`src/hdl/srl_pkg.sv`:
```
package srl_pkg;

  // parse phases of the record walker
  typedef enum logic [3:0] {
    PH_HUNT  = 4'd0,
    PH_ABORT = 4'd1,
    PH_TYPE  = 4'd2,
    PH_SKIP  = 4'd3,
    PH_ENDW  = 4'd4,
    PH_COUNT = 4'd5,
    PH_ADDR  = 4'd6,
    PH_DATA  = 4'd7,
    PH_SUM   = 4'd8,
    PH_EOL   = 4'd9
  } phase_e;

  typedef enum logic [2:0] {
    KIND_WRITE   = 3'd0,
    KIND_END     = 3'd1,
    KIND_UNKNOWN = 3'd2,
    KIND_ABORT   = 3'd3,
    KIND_RANGE   = 3'd4
  } kind_e;

  // what the record type character after 's' means
  typedef enum logic [1:0] {
    REC_HEADER = 2'd0,
    REC_DATA   = 2'd1,
    REC_END    = 2'd2,
    REC_OTHER  = 2'd3
  } rec_e;

  typedef struct packed {
    logic [3:0] nib;
    logic       is_cr;
    logic       is_eol;
    logic       is_dot;
    logic       is_s;
    rec_e       rec;
    logic [2:0] addr_bytes;
  } chr_t;

  localparam int unsigned CfgIdxW = 1;
  localparam logic [CfgIdxW-1:0] CFG_PROG_START = 1'd0;
  localparam logic [CfgIdxW-1:0] CFG_WORK_BASE  = 1'd1;

  localparam logic [31:0] ProgStartReset = 32'h5000_0000;
  localparam logic [31:0] WorkBaseReset  = 32'h5000_0000;

  localparam logic [31:0] DramLow   = 32'h4000_0000;
  localparam logic [31:0] DramHigh  = 32'hC000_0000;
  localparam logic [31:0] SramLow   = 32'hE630_0000;
  localparam logic [31:0] SramLast  = 32'hE635_FFFF;
  localparam logic [31:0] AddrOnes  = 32'hFFFF_FFFF;
  localparam logic [31:0] AddrZero  = 32'h0000_0000;

  localparam logic [7:0] ChCr  = 8'h0D;
  localparam logic [7:0] ChLf  = 8'h0A;
  localparam logic [7:0] ChDot = 8'h2E;
  localparam logic [7:0] ChLowS = 8'h73;
  localparam logic [7:0] ChUpS  = 8'h53;

  localparam int unsigned QDepth = 2;
  localparam int unsigned QPtrW  = $clog2(QDepth);
  localparam int unsigned QCntW  = $clog2(QDepth + 1);

endpackage

```
`src/hdl/srecord_stream_loader.sv`:
```
// S-record loader: takes one ASCII character per transaction and sustains one character
// per clock cycle unless the output stalls. A character is classified on entry and
// parked in a two-entry queue; the record walker then parses one character per cycle,
// and a result (a data write, a load or unknown-record end with min and max address, an
// abort, or a range error) sits in an output register that is reloaded in the cycle
// it is taken; its character passes the queue first. The walker's single state update
// per cycle sets the rate. Configuration writes pass the config and window registers.
module srecord_stream_loader
  import srl_pkg::*;
(
  input  logic               clk_i,
  input  logic               rst_ni,
  input  logic               cfg_valid_i,
  output logic               cfg_ready_o,
  input  logic [CfgIdxW-1:0] cfg_index_i,
  input  logic [31:0]        cfg_data_i,
  input  logic               in_valid_i,
  output logic               in_ready_o,
  input  logic [7:0]         char_in_i,
  output logic               out_valid_o,
  input  logic               out_ready_i,
  output logic [2:0]         kind_o,
  output logic [31:0]        write_address_o,
  output logic [7:0]         write_data_o,
  output logic [31:0]        min_address_o,
  output logic [31:0]        max_address_o
);

  logic [31:0] prog_start_q;
  logic [31:0] work_base_q;
  logic        push;
  chr_t        push_data;
  logic        full;
  logic        q_valid;
  chr_t        q_data;
  logic        pop;

  assign cfg_ready_o = 1'b1;

  always_ff @(posedge clk_i or negedge rst_ni) begin
    if (!rst_ni) begin
      prog_start_q <= ProgStartReset;
      work_base_q  <= WorkBaseReset;
    end else if (cfg_valid_i) begin
      case (cfg_index_i)
        CFG_PROG_START: prog_start_q <= cfg_data_i;
        CFG_WORK_BASE:  work_base_q  <= cfg_data_i;
        default: ;
      endcase
    end
  end

  srl_front u_front (
    .in_valid_i  (in_valid_i),
    .in_ready_o  (in_ready_o),
    .char_in_i   (char_in_i),
    .full_i      (full),
    .push_o      (push),
    .push_data_o (push_data)
  );

  srl_fifo u_fifo (
    .clk_i   (clk_i),
    .rst_ni  (rst_ni),
    .push_i  (push),
    .data_i  (push_data),
    .full_o  (full),
    .pop_i   (pop),
    .valid_o (q_valid),
    .data_o  (q_data)
  );

  srl_back u_back (
    .clk_i           (clk_i),
    .rst_ni          (rst_ni),
    .prog_start_i    (prog_start_q),
    .work_base_i     (work_base_q),
    .q_valid_i       (q_valid),
    .q_data_i        (q_data),
    .pop_o           (pop),
    .out_valid_o     (out_valid_o),
    .out_ready_i     (out_ready_i),
    .kind_o          (kind_o),
    .write_address_o (write_address_o),
    .write_data_o    (write_data_o),
    .min_address_o   (min_address_o),
    .max_address_o   (max_address_o)
  );

endmodule

```
`src/hdl/srl_front.sv`:
```
module srl_front
  import srl_pkg::*;
(
  input  logic       in_valid_i,
  output logic       in_ready_o,
  input  logic [7:0] char_in_i,
  input  logic       full_i,
  output logic       push_o,
  output chr_t       push_data_o
);

  chr_t cls;

  always_comb begin
    cls = '0;
    if (char_in_i >= 8'h30 && char_in_i <= 8'h39) begin
      cls.nib = 4'(char_in_i - 8'h30);
    end else if (char_in_i >= 8'h41 && char_in_i <= 8'h46) begin
      cls.nib = 4'(char_in_i - 8'h41 + 8'd10);
    end else if (char_in_i >= 8'h61 && char_in_i <= 8'h66) begin
      cls.nib = 4'(char_in_i - 8'h61 + 8'd10);
    end
    cls.is_cr  = (char_in_i == ChCr);
    cls.is_eol = (char_in_i == ChCr) || (char_in_i == ChLf);
    cls.is_dot = (char_in_i == ChDot);
    cls.is_s   = (char_in_i == ChLowS) || (char_in_i == ChUpS);
    // record type digit: '1'..'3' give 2..4 address bytes
    if (char_in_i == 8'h30) begin
      cls.rec = REC_HEADER;
    end else if (char_in_i >= 8'h31 && char_in_i <= 8'h33) begin
      cls.rec = REC_DATA;
    end else if (char_in_i >= 8'h37 && char_in_i <= 8'h39) begin
      cls.rec = REC_END;
    end else begin
      cls.rec = REC_OTHER;
    end
    cls.addr_bytes = {1'b0, char_in_i[1:0]} + 3'd1;
  end

  assign in_ready_o  = !full_i;
  assign push_o      = in_valid_i && !full_i;
  assign push_data_o = cls;

endmodule

```
`src/hdl/srl_fifo.sv`:
```
module srl_fifo
  import srl_pkg::*;
(
  input  logic clk_i,
  input  logic rst_ni,
  input  logic push_i,
  input  chr_t data_i,
  output logic full_o,
  input  logic pop_i,
  output logic valid_o,
  output chr_t data_o
);

  chr_t             mem_q [QDepth];
  logic [QPtrW-1:0] wr_ptr_q, wr_ptr_d;
  logic [QPtrW-1:0] rd_ptr_q, rd_ptr_d;
  logic [QCntW-1:0] cnt_q, cnt_d;

  assign full_o  = (cnt_q == QCntW'(QDepth));
  assign valid_o = (cnt_q != '0);
  assign data_o  = mem_q[rd_ptr_q];

  always_comb begin
    wr_ptr_d = wr_ptr_q;
    rd_ptr_d = rd_ptr_q;
    cnt_d    = cnt_q;
    if (push_i) begin
      wr_ptr_d = (wr_ptr_q == QPtrW'(QDepth - 1)) ? '0 : wr_ptr_q + 1'b1;
    end
    if (pop_i) begin
      rd_ptr_d = (rd_ptr_q == QPtrW'(QDepth - 1)) ? '0 : rd_ptr_q + 1'b1;
    end
    if (push_i && !pop_i) begin
      cnt_d = cnt_q + 1'b1;
    end else if (!push_i && pop_i) begin
      cnt_d = cnt_q - 1'b1;
    end
  end

  always_ff @(posedge clk_i or negedge rst_ni) begin
    if (!rst_ni) begin
      wr_ptr_q <= '0;
      rd_ptr_q <= '0;
      cnt_q    <= '0;
    end else begin
      wr_ptr_q <= wr_ptr_d;
      rd_ptr_q <= rd_ptr_d;
      cnt_q    <= cnt_d;
    end
  end

  always_ff @(posedge clk_i) begin
    if (push_i) begin
      mem_q[wr_ptr_q] <= data_i;
    end
  end

endmodule

```
`src/hdl/srl_back.sv`:
```
module srl_back
  import srl_pkg::*;
(
  input  logic        clk_i,
  input  logic        rst_ni,
  input  logic [31:0] prog_start_i,
  input  logic [31:0] work_base_i,
  input  logic        q_valid_i,
  input  chr_t        q_data_i,
  output logic        pop_o,
  output logic        out_valid_o,
  input  logic        out_ready_i,
  output logic [2:0]  kind_o,
  output logic [31:0] write_address_o,
  output logic [7:0]  write_data_o,
  output logic [31:0] min_address_o,
  output logic [31:0] max_address_o
);

  phase_e      phase_q, phase_d;
  logic [2:0]  ab_q, ab_d;
  logic [7:0]  left_q, left_d;
  logic [31:0] acc_q, acc_d;
  logic [3:0]  idx_q, idx_d;
  logic [31:0] cur_q, cur_d;
  logic [31:0] low_q, low_d;
  logic [31:0] high_q, high_d;
  kind_e       endk_q, endk_d;

  logic [31:0] offset_q;
  logic        in_range_q;
  logic        in_range;

  logic        ov_q, ov_d;
  kind_e       ok_q, ok_d;
  logic [31:0] owa_q, owa_d;
  logic [7:0]  owd_q, owd_d;
  logic [31:0] omin_q, omin_d;
  logic [31:0] omax_q, omax_d;

  logic        take;
  logic        restart;
  logic        res;
  kind_e       res_kind;
  logic [31:0] res_wa;
  logic [7:0]  res_wd;
  logic [31:0] res_min;
  logic [31:0] res_max;
  logic [31:0] acc_sh;
  logic [3:0]  idx_inc;
  logic [31:0] addr_new;
  logic [7:0]  ab_plus;
  logic [7:0]  left_dec;

  // window check, offset regs; user moves config only while idle, unenforced
  always_comb begin
    in_range = ((prog_start_i >= DramLow) && (prog_start_i < work_base_i)) ||
               ((prog_start_i >= work_base_i) && (prog_start_i < DramHigh)) ||
               ((prog_start_i >= SramLow) && (prog_start_i <= SramLast));
  end

  assign take     = q_valid_i && (!ov_q || out_ready_i);
  assign pop_o    = take;
  assign acc_sh   = {acc_q[27:0], q_data_i.nib};
  assign idx_inc  = idx_q + 4'd1;
  assign addr_new = acc_sh + offset_q;
  assign ab_plus  = {5'd0, ab_q} + 8'd1;
  assign left_dec = left_q - 8'd1;

  always_comb begin
    phase_d  = phase_q;
    ab_d     = ab_q;
    left_d   = left_q;
    acc_d    = acc_q;
    idx_d    = idx_q;
    cur_d    = cur_q;
    low_d    = low_q;
    high_d   = high_q;
    endk_d   = endk_q;
    restart  = 1'b0;
    res      = 1'b0;
    res_kind = KIND_WRITE;
    res_wa   = AddrZero;
    res_wd   = 8'd0;
    res_min  = AddrZero;
    res_max  = AddrZero;
    if (take) begin
      if (!in_range_q) begin
        res      = 1'b1;
        res_kind = KIND_RANGE;
      end else begin
        case (phase_q)
          PH_ABORT: begin
            if (q_data_i.is_cr) begin
              restart  = 1'b1;
              res      = 1'b1;
              res_kind = KIND_ABORT;
            end
          end
          PH_TYPE: begin
            case (q_data_i.rec)
              REC_HEADER: phase_d = PH_SKIP;
              REC_DATA: begin
                ab_d    = q_data_i.addr_bytes;
                acc_d   = '0;
                idx_d   = '0;
                phase_d = PH_COUNT;
              end
              REC_END: begin
                endk_d  = KIND_END;
                phase_d = PH_ENDW;
              end
              default: begin
                endk_d  = KIND_UNKNOWN;
                phase_d = PH_ENDW;
              end
            endcase
          end
          PH_SKIP: begin
            if (q_data_i.is_eol) begin
              phase_d = PH_HUNT;
            end
          end
          PH_ENDW: begin
            if (q_data_i.is_eol) begin
              restart  = 1'b1;
              res      = 1'b1;
              res_kind = endk_q;
              res_min  = low_q;
              res_max  = high_q;
            end
          end
          PH_COUNT: begin
            acc_d = acc_sh;
            idx_d = idx_inc;
            if (idx_inc >= 4'd2) begin
              idx_d   = '0;
              left_d  = (acc_sh[7:0] > ab_plus) ? acc_sh[7:0] - ab_plus : 8'd0;
              acc_d   = '0;
              phase_d = PH_ADDR;
            end
          end
          PH_ADDR: begin
            acc_d = acc_sh;
            idx_d = idx_inc;
            if (idx_inc >= {ab_q, 1'b0}) begin
              idx_d = '0;
              cur_d = addr_new;
              if (addr_new < low_q) begin
                low_d = addr_new;
              end
              acc_d   = '0;
              phase_d = (left_q != 8'd0) ? PH_DATA : PH_SUM;
            end
          end
          PH_DATA: begin
            acc_d = acc_sh;
            idx_d = idx_inc;
            if (idx_inc >= 4'd2) begin
              idx_d = '0;
              acc_d = '0;
              if (cur_q > high_q) begin
                high_d = cur_q;
              end
              cur_d  = cur_q + 32'd1;
              left_d = left_dec;
              if (left_dec == 8'd0) begin
                phase_d = PH_SUM;
              end
              res      = 1'b1;
              res_kind = KIND_WRITE;
              res_wa   = cur_q;
              res_wd   = acc_sh[7:0];
            end
          end
          PH_SUM: begin
            acc_d = acc_sh;
            idx_d = idx_inc;
            if (idx_inc >= 4'd2) begin
              idx_d   = '0;
              acc_d   = '0;
              phase_d = PH_EOL;
            end
          end
          PH_EOL: phase_d = PH_HUNT;
          default: begin
            if (q_data_i.is_dot) begin
              phase_d = PH_ABORT;
            end else if (q_data_i.is_s) begin
              phase_d = PH_TYPE;
            end else begin
              phase_d = PH_HUNT;
            end
          end
        endcase
      end
    end
    if (restart) begin
      phase_d = PH_HUNT;
      ab_d    = '0;
      left_d  = '0;
      acc_d   = '0;
      idx_d   = '0;
      cur_d   = AddrZero;
      low_d   = AddrOnes;
      high_d  = AddrZero;
      endk_d  = KIND_WRITE;
    end
  end

  // output register, refilled in the cycle it is taken
  always_comb begin
    ov_d   = ov_q;
    ok_d   = ok_q;
    owa_d  = owa_q;
    owd_d  = owd_q;
    omin_d = omin_q;
    omax_d = omax_q;
    if (res) begin
      ov_d   = 1'b1;
      ok_d   = res_kind;
      owa_d  = res_wa;
      owd_d  = res_wd;
      omin_d = res_min;
      omax_d = res_max;
    end else if (out_ready_i) begin
      ov_d = 1'b0;
    end
  end

  always_ff @(posedge clk_i or negedge rst_ni) begin
    if (!rst_ni) begin
      phase_q    <= PH_HUNT;
      ab_q       <= '0;
      left_q     <= '0;
      acc_q      <= '0;
      idx_q      <= '0;
      cur_q      <= AddrZero;
      low_q      <= AddrOnes;
      high_q     <= AddrZero;
      endk_q     <= KIND_WRITE;
      offset_q   <= WorkBaseReset - ProgStartReset;
      in_range_q <= 1'b1;
      ov_q       <= 1'b0;
    end else begin
      phase_q    <= phase_d;
      ab_q       <= ab_d;
      left_q     <= left_d;
      acc_q      <= acc_d;
      idx_q      <= idx_d;
      cur_q      <= cur_d;
      low_q      <= low_d;
      high_q     <= high_d;
      endk_q     <= endk_d;
      offset_q   <= work_base_i - prog_start_i;
      in_range_q <= in_range;
      ov_q       <= ov_d;
    end
  end

  always_ff @(posedge clk_i) begin
    ok_q   <= ok_d;
    owa_q  <= owa_d;
    owd_q  <= owd_d;
    omin_q <= omin_d;
    omax_q <= omax_d;
  end

  assign out_valid_o     = ov_q;
  assign kind_o          = ok_q;
  assign write_address_o = owa_q;
  assign write_data_o    = owd_q;
  assign min_address_o   = omin_q;
  assign max_address_o   = omax_q;

endmodule
```
`config.mk`:
```
export PLATFORM = sky130hd
export DESIGN_NAME = srecord_stream_loader
export DESIGN_NICKNAME = d
export VERILOG_FILES = /design/src/hdl/srl_pkg.sv /design/src/hdl/srecord_stream_loader.sv /design/src/hdl/srl_front.sv /design/src/hdl/srl_fifo.sv /design/src/hdl/srl_back.sv
export SDC_FILE = /design/constraint.sdc
export NUM_CORES = 1
export LEC_CHECK = 0
export BUFFER_PORTS_ARGS = -buffer_cell sky130_fd_sc_hd__buf_2
export CAP_MARGIN = 20
export CORE_UTILIZATION = 65
export DETAILED_ROUTE_END_ITERATION = 7
export PLACE_DENSITY_LB_ADDON = 0.05
export SYNTH_ARGS = -nofsm -noshare
export SYNTH_HDL_FRONTEND = slang
export SYNTH_SLANG_ARGS = --single-unit
```
`constraint.sdc`:
```
create_clock -name clk_i -period 16.7 [get_ports clk_i]
set_input_delay 2.505 -clock clk_i [delete_from_list [all_inputs] [get_ports clk_i]]
set_output_delay 2.505 -clock clk_i [all_outputs]
set_load 0.005 [all_outputs]
```
==> flow_summary.ini, run 1 <==
[floorplanning]
die_h_um = 182
core.rowCount = 65
initial_core_util_pct = 66.4
dieArea_um2 = 33100
die_x_um = 182
core-area_um2 = 31700
pin_count = 156

[clocking]
ctsHoldBuffers = 0
cts-root-buf = clkbuf_16
post-cts-setup-buffer-count = 0
cts.path.max_buffers = 3
clkTransAtPathRegs_ns = 0.06
cts_tree = yes
htreeDepth = 2
ctsResizeCount = 0
cts_buffers = 41
numClockSinks = 380
insertion_delay_ns = 0.55

[synth]
ys_warn_count = 0
seq_area_frac_synth_pct = 48.5
async_flop_share_pct = 65.0
avgSynthCellArea_um2 = 10.1
synth.net_count = 2290
synth_cell_type_count = 83
ys_ff_latch = 380
syn_inst = 2095
ys.flop_type = dfrtp_1
syn_area_um2 = 21100
synth_edf_count = 133

[run]
max_cap_viol_count = 0

[global_route]
grt_use_total_pct = 29.7
antenna_found_initial = 0
grt_overflow = 0
grt_pass1_wl_mm = 78.7
grt_max_degree = 118
grt_pass1_vias = 15600

[setup_path]
cp_slowest_cell = dfrtp_1
crit_chain = mux2i_1, inv_1, ha_1, fa_1, a21o_1, a31oi_1, o21ai_1, a41oi_2, o21ai_1, xnor2_1, inv_1, ha_1, o21a_1, o21ai_0, a21oi_1, o311a_1, a311o_2, mux2_2
cp.arrival_ns = 6.31
slowest_delay_ns = 0.85
path_class = register to register
start_kind = register
critPathMaxFanout = 61
critPathCaptureType = register
cp.required_ns = 17.16

[timing]
tns_ns = 0
tightestPinTransition_ns = 0.985
setup_viol = 0
relSlewSlack_pct = 34.3
rsz0062_at_grt = no
slew_viol_final = 0
period_needed_ns = 5.85
fin_crit_sh_pct = 35.0
finClkSkew_ns = 0.0208
hold_viol_final = 0
fmax_mhz = 171
worst_slack_ns = 10.85
whs_ns = 0.494

[final_layout]
nets = 2412
final_area_um2 = 23600
insertedDiodeCount = 0
area_growth_pct = 12.1
drive_above_1_share_pct = 16.8
num-fill-cells = 2273

[placed_design]
dp_worst_setup_slack_ns = 10.94
place_congestion = 0.924
numPortBuffers = 154
place_area_um2 = 22100
dpl.hpwl_mm = 34.1

[route]
num_vias = 16200
route.detailed.drc = 0
wl_per_cell_um = 18.2
dr.pass1.iters = 5
drt-total-wl_mm = 48.3
detail-route-antenna-nets = 0
viasPerCell = 6.13
drt_iter0_markers = 1081

[min_path]
hp-class = register to register

[power_and_ir_drop]
leakage_nw = 10.5
ir_drop_uv = 137
powerDensity_nw_per_um2 = 177

[outcome]
status = complete, no violations
-- worst max-delay path, delay by kind of cell, from the launching register on --
kind                     cells  cell delay (ns)
flip-flops                   1             0.85
XOR/XNOR                     1             0.33
AO/OA/AOI/OAI               10             2.51
buffers and inverters        2             0.17
multiplexers                 2             0.91
adder cells (fa/ha/maj)      3             0.98
-- per-layer routing --
layer,up-vias,global-route usage [%],part of all wire [%]
met5,-,0,0
met4,0,10.4,3.0
met3,101,4.13,5.9
met2,595,48.4,47
met1,7724,40.9,45
li1,7825,-,-
-- cell usage after synthesis (8+ instances only) --
cell	count	area [µm²]
dfrtp_1	210	5260
o21ai_0	207	1040
nand2_1	182	683
inv_1	148	556
ha_1	146	1830
nor2_1	140	526
edfxtp_1	133	3990
a21oi_1	96	480
nor4_1	82	513
clkbuf_1	77	289
mux2_2	72	811
xnor2_1	54	473
a21o_1	50	375
nand3_1	49	245
and2_1	43	269
dfstp_2	37	972
nor3_1	31	155
a31oi_1	30	188
nand4_1	26	163
nand2b_1	20	125
xor2_1	20	175
and3_1	19	119
nor2b_1	18	113
mux2i_1	15	150
o21bai_1	15	113
o21a_1	11	82.6
o31ai_1	11	82.6
a211oi_1	9	67.6
o211ai_1	9	67.6
a41oi_1	8	70.1
-- power by group --
group	switching [W]	internal, W	total (W)
sequential	0.000207	0.00130	0.00151
clock	0.000370	0.000579	0.000949
combinational	0.00106	0.000658	0.00172
total	0.00164	0.00254	0.00418
-- cell usage in the layout, fill, tap and decap left out, drive strengths merged, types with 55 or more instances in the layout --
cell	instances
a21oi	96
buf	174
clkbuf	55
dfrtp	210
edfxtp	133
ha	146
inv	150
mux2	72
nand2	182
nor2	141
nor4	82
o21ai	211
-- final timing paths --
| path | startpoint | endpoint | slack (ns) | depth (start not counted) |
|---|---|---|---|---|
| setup / recovery | u_fifo.rd_ptr_q | u_back.low_q[30] | 10.85 | 18 |
| hold / removal | u_back.acc_q[25] | u_back.acc_q[25] | 0.49 | 2 |
| setup reg to reg | u_fifo.rd_ptr_q | u_back.low_q[30] | 10.85 | 18 |
| hold reg to reg | u_back.acc_q[25] | u_back.acc_q[25] | 0.49 | 2 |
| max in group asynchronous | rst_ni | work_base_q[30] | 13.30 | 3 |
| min in group asynchronous | rst_ni | u_fifo.cnt_q[0] | 2.01 | 1 |
-- area by class of cell --
cell class              instances  area [µm²]  area share, %
multi-input cells            1472        9930           42.1
well taps                     402         503           2.13
clock inverters                20         262           1.11
inverters                     148         556           2.35
clock buffers                  55        1180           5.01
repair buffers                174         943           4.00
flip-flops and latches        380       10200           43.3
-- per-stage QoR --
stage          instances  total power (W)  utilization [%]
4_1_cts             2649          0.00417             74.3
3_3_place_gp        2574          0.00314             69.8
2_1_floorplan       2095          0.00270                -
5_1_grt             2651          0.00445             74.4
6_report            2651          0.00418             74.4
3_5_place_dp        2574          0.00320             69.8
-- flip-flops by register name (all words and copies together), names as in the netlist, 2 cells and up --
| register | flops |
|---|---|
| prog_start_q | 32 |
| u_back.ab_q | 3 |
| u_back.acc_q | 28 |
| u_back.cur_q | 32 |
| u_back.endk_q | 2 |
| u_back.high_q | 32 |
| u_back.idx_q | 4 |
| u_back.kind_o | 3 |
| u_back.left_q | 8 |
| u_back.low_q | 32 |
| u_back.max_address_o | 32 |
| u_back.min_address_o | 32 |
| u_back.offset_q | 32 |
| u_back.phase_q | 4 |
| u_back.write_address_o | 32 |
| u_back.write_data_o | 8 |
| u_fifo.cnt_q | 2 |
| u_fifo.mem_q | 26 |
| work_base_q | 32 |
-- cells by family after synthesis --
group	share of synthesized area, %
adder cells (fa/ha/maj)	8.96
other	0.0178
AO/OA/AOI/OAI	15.0
flip-flops	48.5
buffers and inverters	4.59
XOR/XNOR	3.08
multiplexers	4.56
AND/OR/NAND/NOR	15.2
Note: power is estimated with default switching activity, not from simulation.
==> run 2, diff against run 1 <==
CORE_UTILIZATION = 61   (was 65)
clock period = 6 ns   (was 16.7 ns; I/O delays follow)
==> run 2 against run 1 <==
Effect of this change: first-iteration DRC count down 16%; hold slack gained 0.0041 ns; global-route usage is 2.2 points lower; final area shrank 0.18%; clock-buffer cell count up 2; via count decreased by 0.94%; utilization decreased by 4.7 points; register-to-register slack worse by 10 ns; sequential power grew to 2.8 times the previous value; clock power increased to 2.5 times the previous value; routed wire length up 1.1%; critical path type unchanged; largest cell class unchanged; largest power group unchanged.
==> flow_summary.ini, run 2 (synthesis gave the netlist of run 1 again) <==
[global_route]
grt_overflow = 0
antenna_found_initial = 0
grt_pass1_wl_mm = 78.8
grt_max_degree = 138
grt_pass1_vias = 15400
grt_use_total_pct = 27.5

[power_and_ir_drop]
ir_drop_uv = 378
powerDensity_nw_per_um2 = 486
switchingPower_w = 0.00455
clkPwrFrac_pct = 21.0
pwr-share-seq_pct = 36.5
finalPower_w = 0.0114
combPwrFrac_pct = 42.5
power.internal_w = 0.00688
switching_share_pct = 39.8
leakage_nw = 10.5

[clocking]
insertion_delay_ns = 0.53
htreeDepth = 2
clkTransAtPathRegs_ns = 0.06
cts_buffers = 41
cts_tree = yes
ctsHoldBuffers = 0
numClockSinks = 380
cts-root-buf = clkbuf_16
cts.path.max_buffers = 3

[setup_path]
r2r-start = u_fifo.rd_ptr_q
crit_chain = mux2i_1, inv_1, ha_1, a211oi_1, o21ai_0, and3b_2, o2111a_2, o211ai_2, o41ai_2, xnor2_1, inv_1, ha_1, nand4_1, nor2_1, o311a_1, a311o_2, mux2_2
path_buf_inv = 2
cp.arrival_ns = 5.73
cp_top_family = compound AO/OA/AOI/OAI gates
path_class = register to register
r2r-end = u_back.low_q[24]
worstSetupPathDepth = 17
r2r_slack_ns = 0.72
crit_start = u_fifo.rd_ptr_q
start_kind = register
critPathCaptureType = register
ff2ff_path_depth = 17
crit_end = u_back.low_q[24]
cp.required_ns = 6.45
cp_slowest_cell = a311o_2
slowest_delay_ns = 0.55
critPathMaxFanout = 31

[placed_design]
place_congestion = 0.942
dpl.hpwl_mm = 34.4
numPortBuffers = 154
dp_cells = 2625

[timing]
finClkSkew_ns = 0.0271
tightestPinTransition_ns = 1.05
relSlewSlack_pct = 29.8
tns_ns = 0
setup_viol = 0
period_needed_ns = 5.28
hold_viol_final = 0
slew_viol_final = 0
fmax_mhz = 189
rsz0062_at_grt = no
fin_crit_sh_pct = 88.0

[run]
max_cap_viol_count = 0

[route]
wl_per_cell_um = 18.1
drt_iter0_markers = 904
drt-total-wl_mm = 48.8
dr.pass1.iters = 7
detail-route-antenna-nets = 0
viasPerCell = 5.96
num_vias = 16100
route.detailed.drc = 0

[floorplanning]
core-area_um2 = 33800
initial_core_util_pct = 62.3
dieArea_um2 = 35300
die_h_um = 188
core.rowCount = 67
die_x_um = 188
pin_count = 156

[min_path]
whs_path_depth = 2
hp-class = register to register

[final_layout]
nets = 2417
final-seq-area_um2 = 10200
num-fill-cells = 2618
mostFrequentLayoutCell = dfrtp_1
multiInputGateArea_um2 = 9940
mostFrequentLayoutCells = dfrtp_1 (210), o21ai_0 (207), nand2_1 (180)
instances_no_fill = 2700
drive_above_1_share_pct = 16.9
insertedDiodeCount = 0
area_growth_pct = 11.9

[outcome]
status = complete, no violations
==> run 2: changes by cell type in the layout (fill, tap and decap cells not counted), moves of 2 or more <==
cell,before,now
clkinvlp_4,4,2
bufinv_16,5,0
clkinv_2,4,8
buf_4,19,21
buf_12,1,3
==> run 2: power by group through the flow <==
stage	combinational [W]	clock, W	sequential [W]
after floorplan	0.00339	0	0.00407
after global placement	0.00464	0	0.00418
after detailed placement	0.00477	0	0.00420
after CTS	0.00481	0.00244	0.00416
after global routing	0.00538	0.00254	0.00426
final	0.00486	0.00240	0.00418
==> run 2: repair_timing <==
item	in CTS	in global routing
buffers inserted	0	0
endpoints found under the setup margin	0	7
gates resized for setup	0	1
==> run 2: how the worst min path moves through the flow <==
stage / to / start
3_5_place_dp: u_back.acc_q[25] / u_back.acc_q[25]
4_1_cts: u_back.acc_q[25] / u_back.acc_q[25]
3_3_place_gp: u_back.acc_q[26] / u_back.acc_q[26]
6_report: u_back.acc_q[24] / u_back.acc_q[24]
2_1_floorplan: u_back.acc_q[24] / u_back.acc_q[24]
5_1_grt: work_base_q[7] / work_base_q[7]
==> run 2: routing by layer <==
metal | GRT usage (%) | part of all wire [%] | up-vias
met3 | 3.18 | 5.4 | 82
li1 | - | - | 7804
met1 | 38.6 | 45 | 7676
met4 | 9.47 | 3.1 | 0
met5 | 0 | 0 | -
met2 | 44.5 | 46 | 531
==> run 2: layout make-up <==
class	instances	area share, %
clock buffers	57	5.02
clock inverters	16	0.404
inverters	148	2.36
multi-input cells	1473	42.2
flip-flops and latches	380	43.4
well taps	448	2.38
repair buffers	178	4.24
==> run 2: tightest hold or removal path: stages, from the launching register on <==
cell and delay (ns):
dfrtp_1 0.35, nand2_1 0.05, o21ai_0 0.07
==> run 2: stage by stage <==
stage	cell area (µm²)	hold WS [ns]	setup WS [ns]	utilization, %
2_1_floorplan	21100	0.454	0.938	-
3_3_place_gp	22200	0.472	0.796	65.9
3_5_place_dp	22200	0.483	0.647	65.9
4_1_cts	23500	0.495	0.613	69.6
5_1_grt	23600	0.528	0.218	69.7
6_report	23600	0.498	0.720	69.7
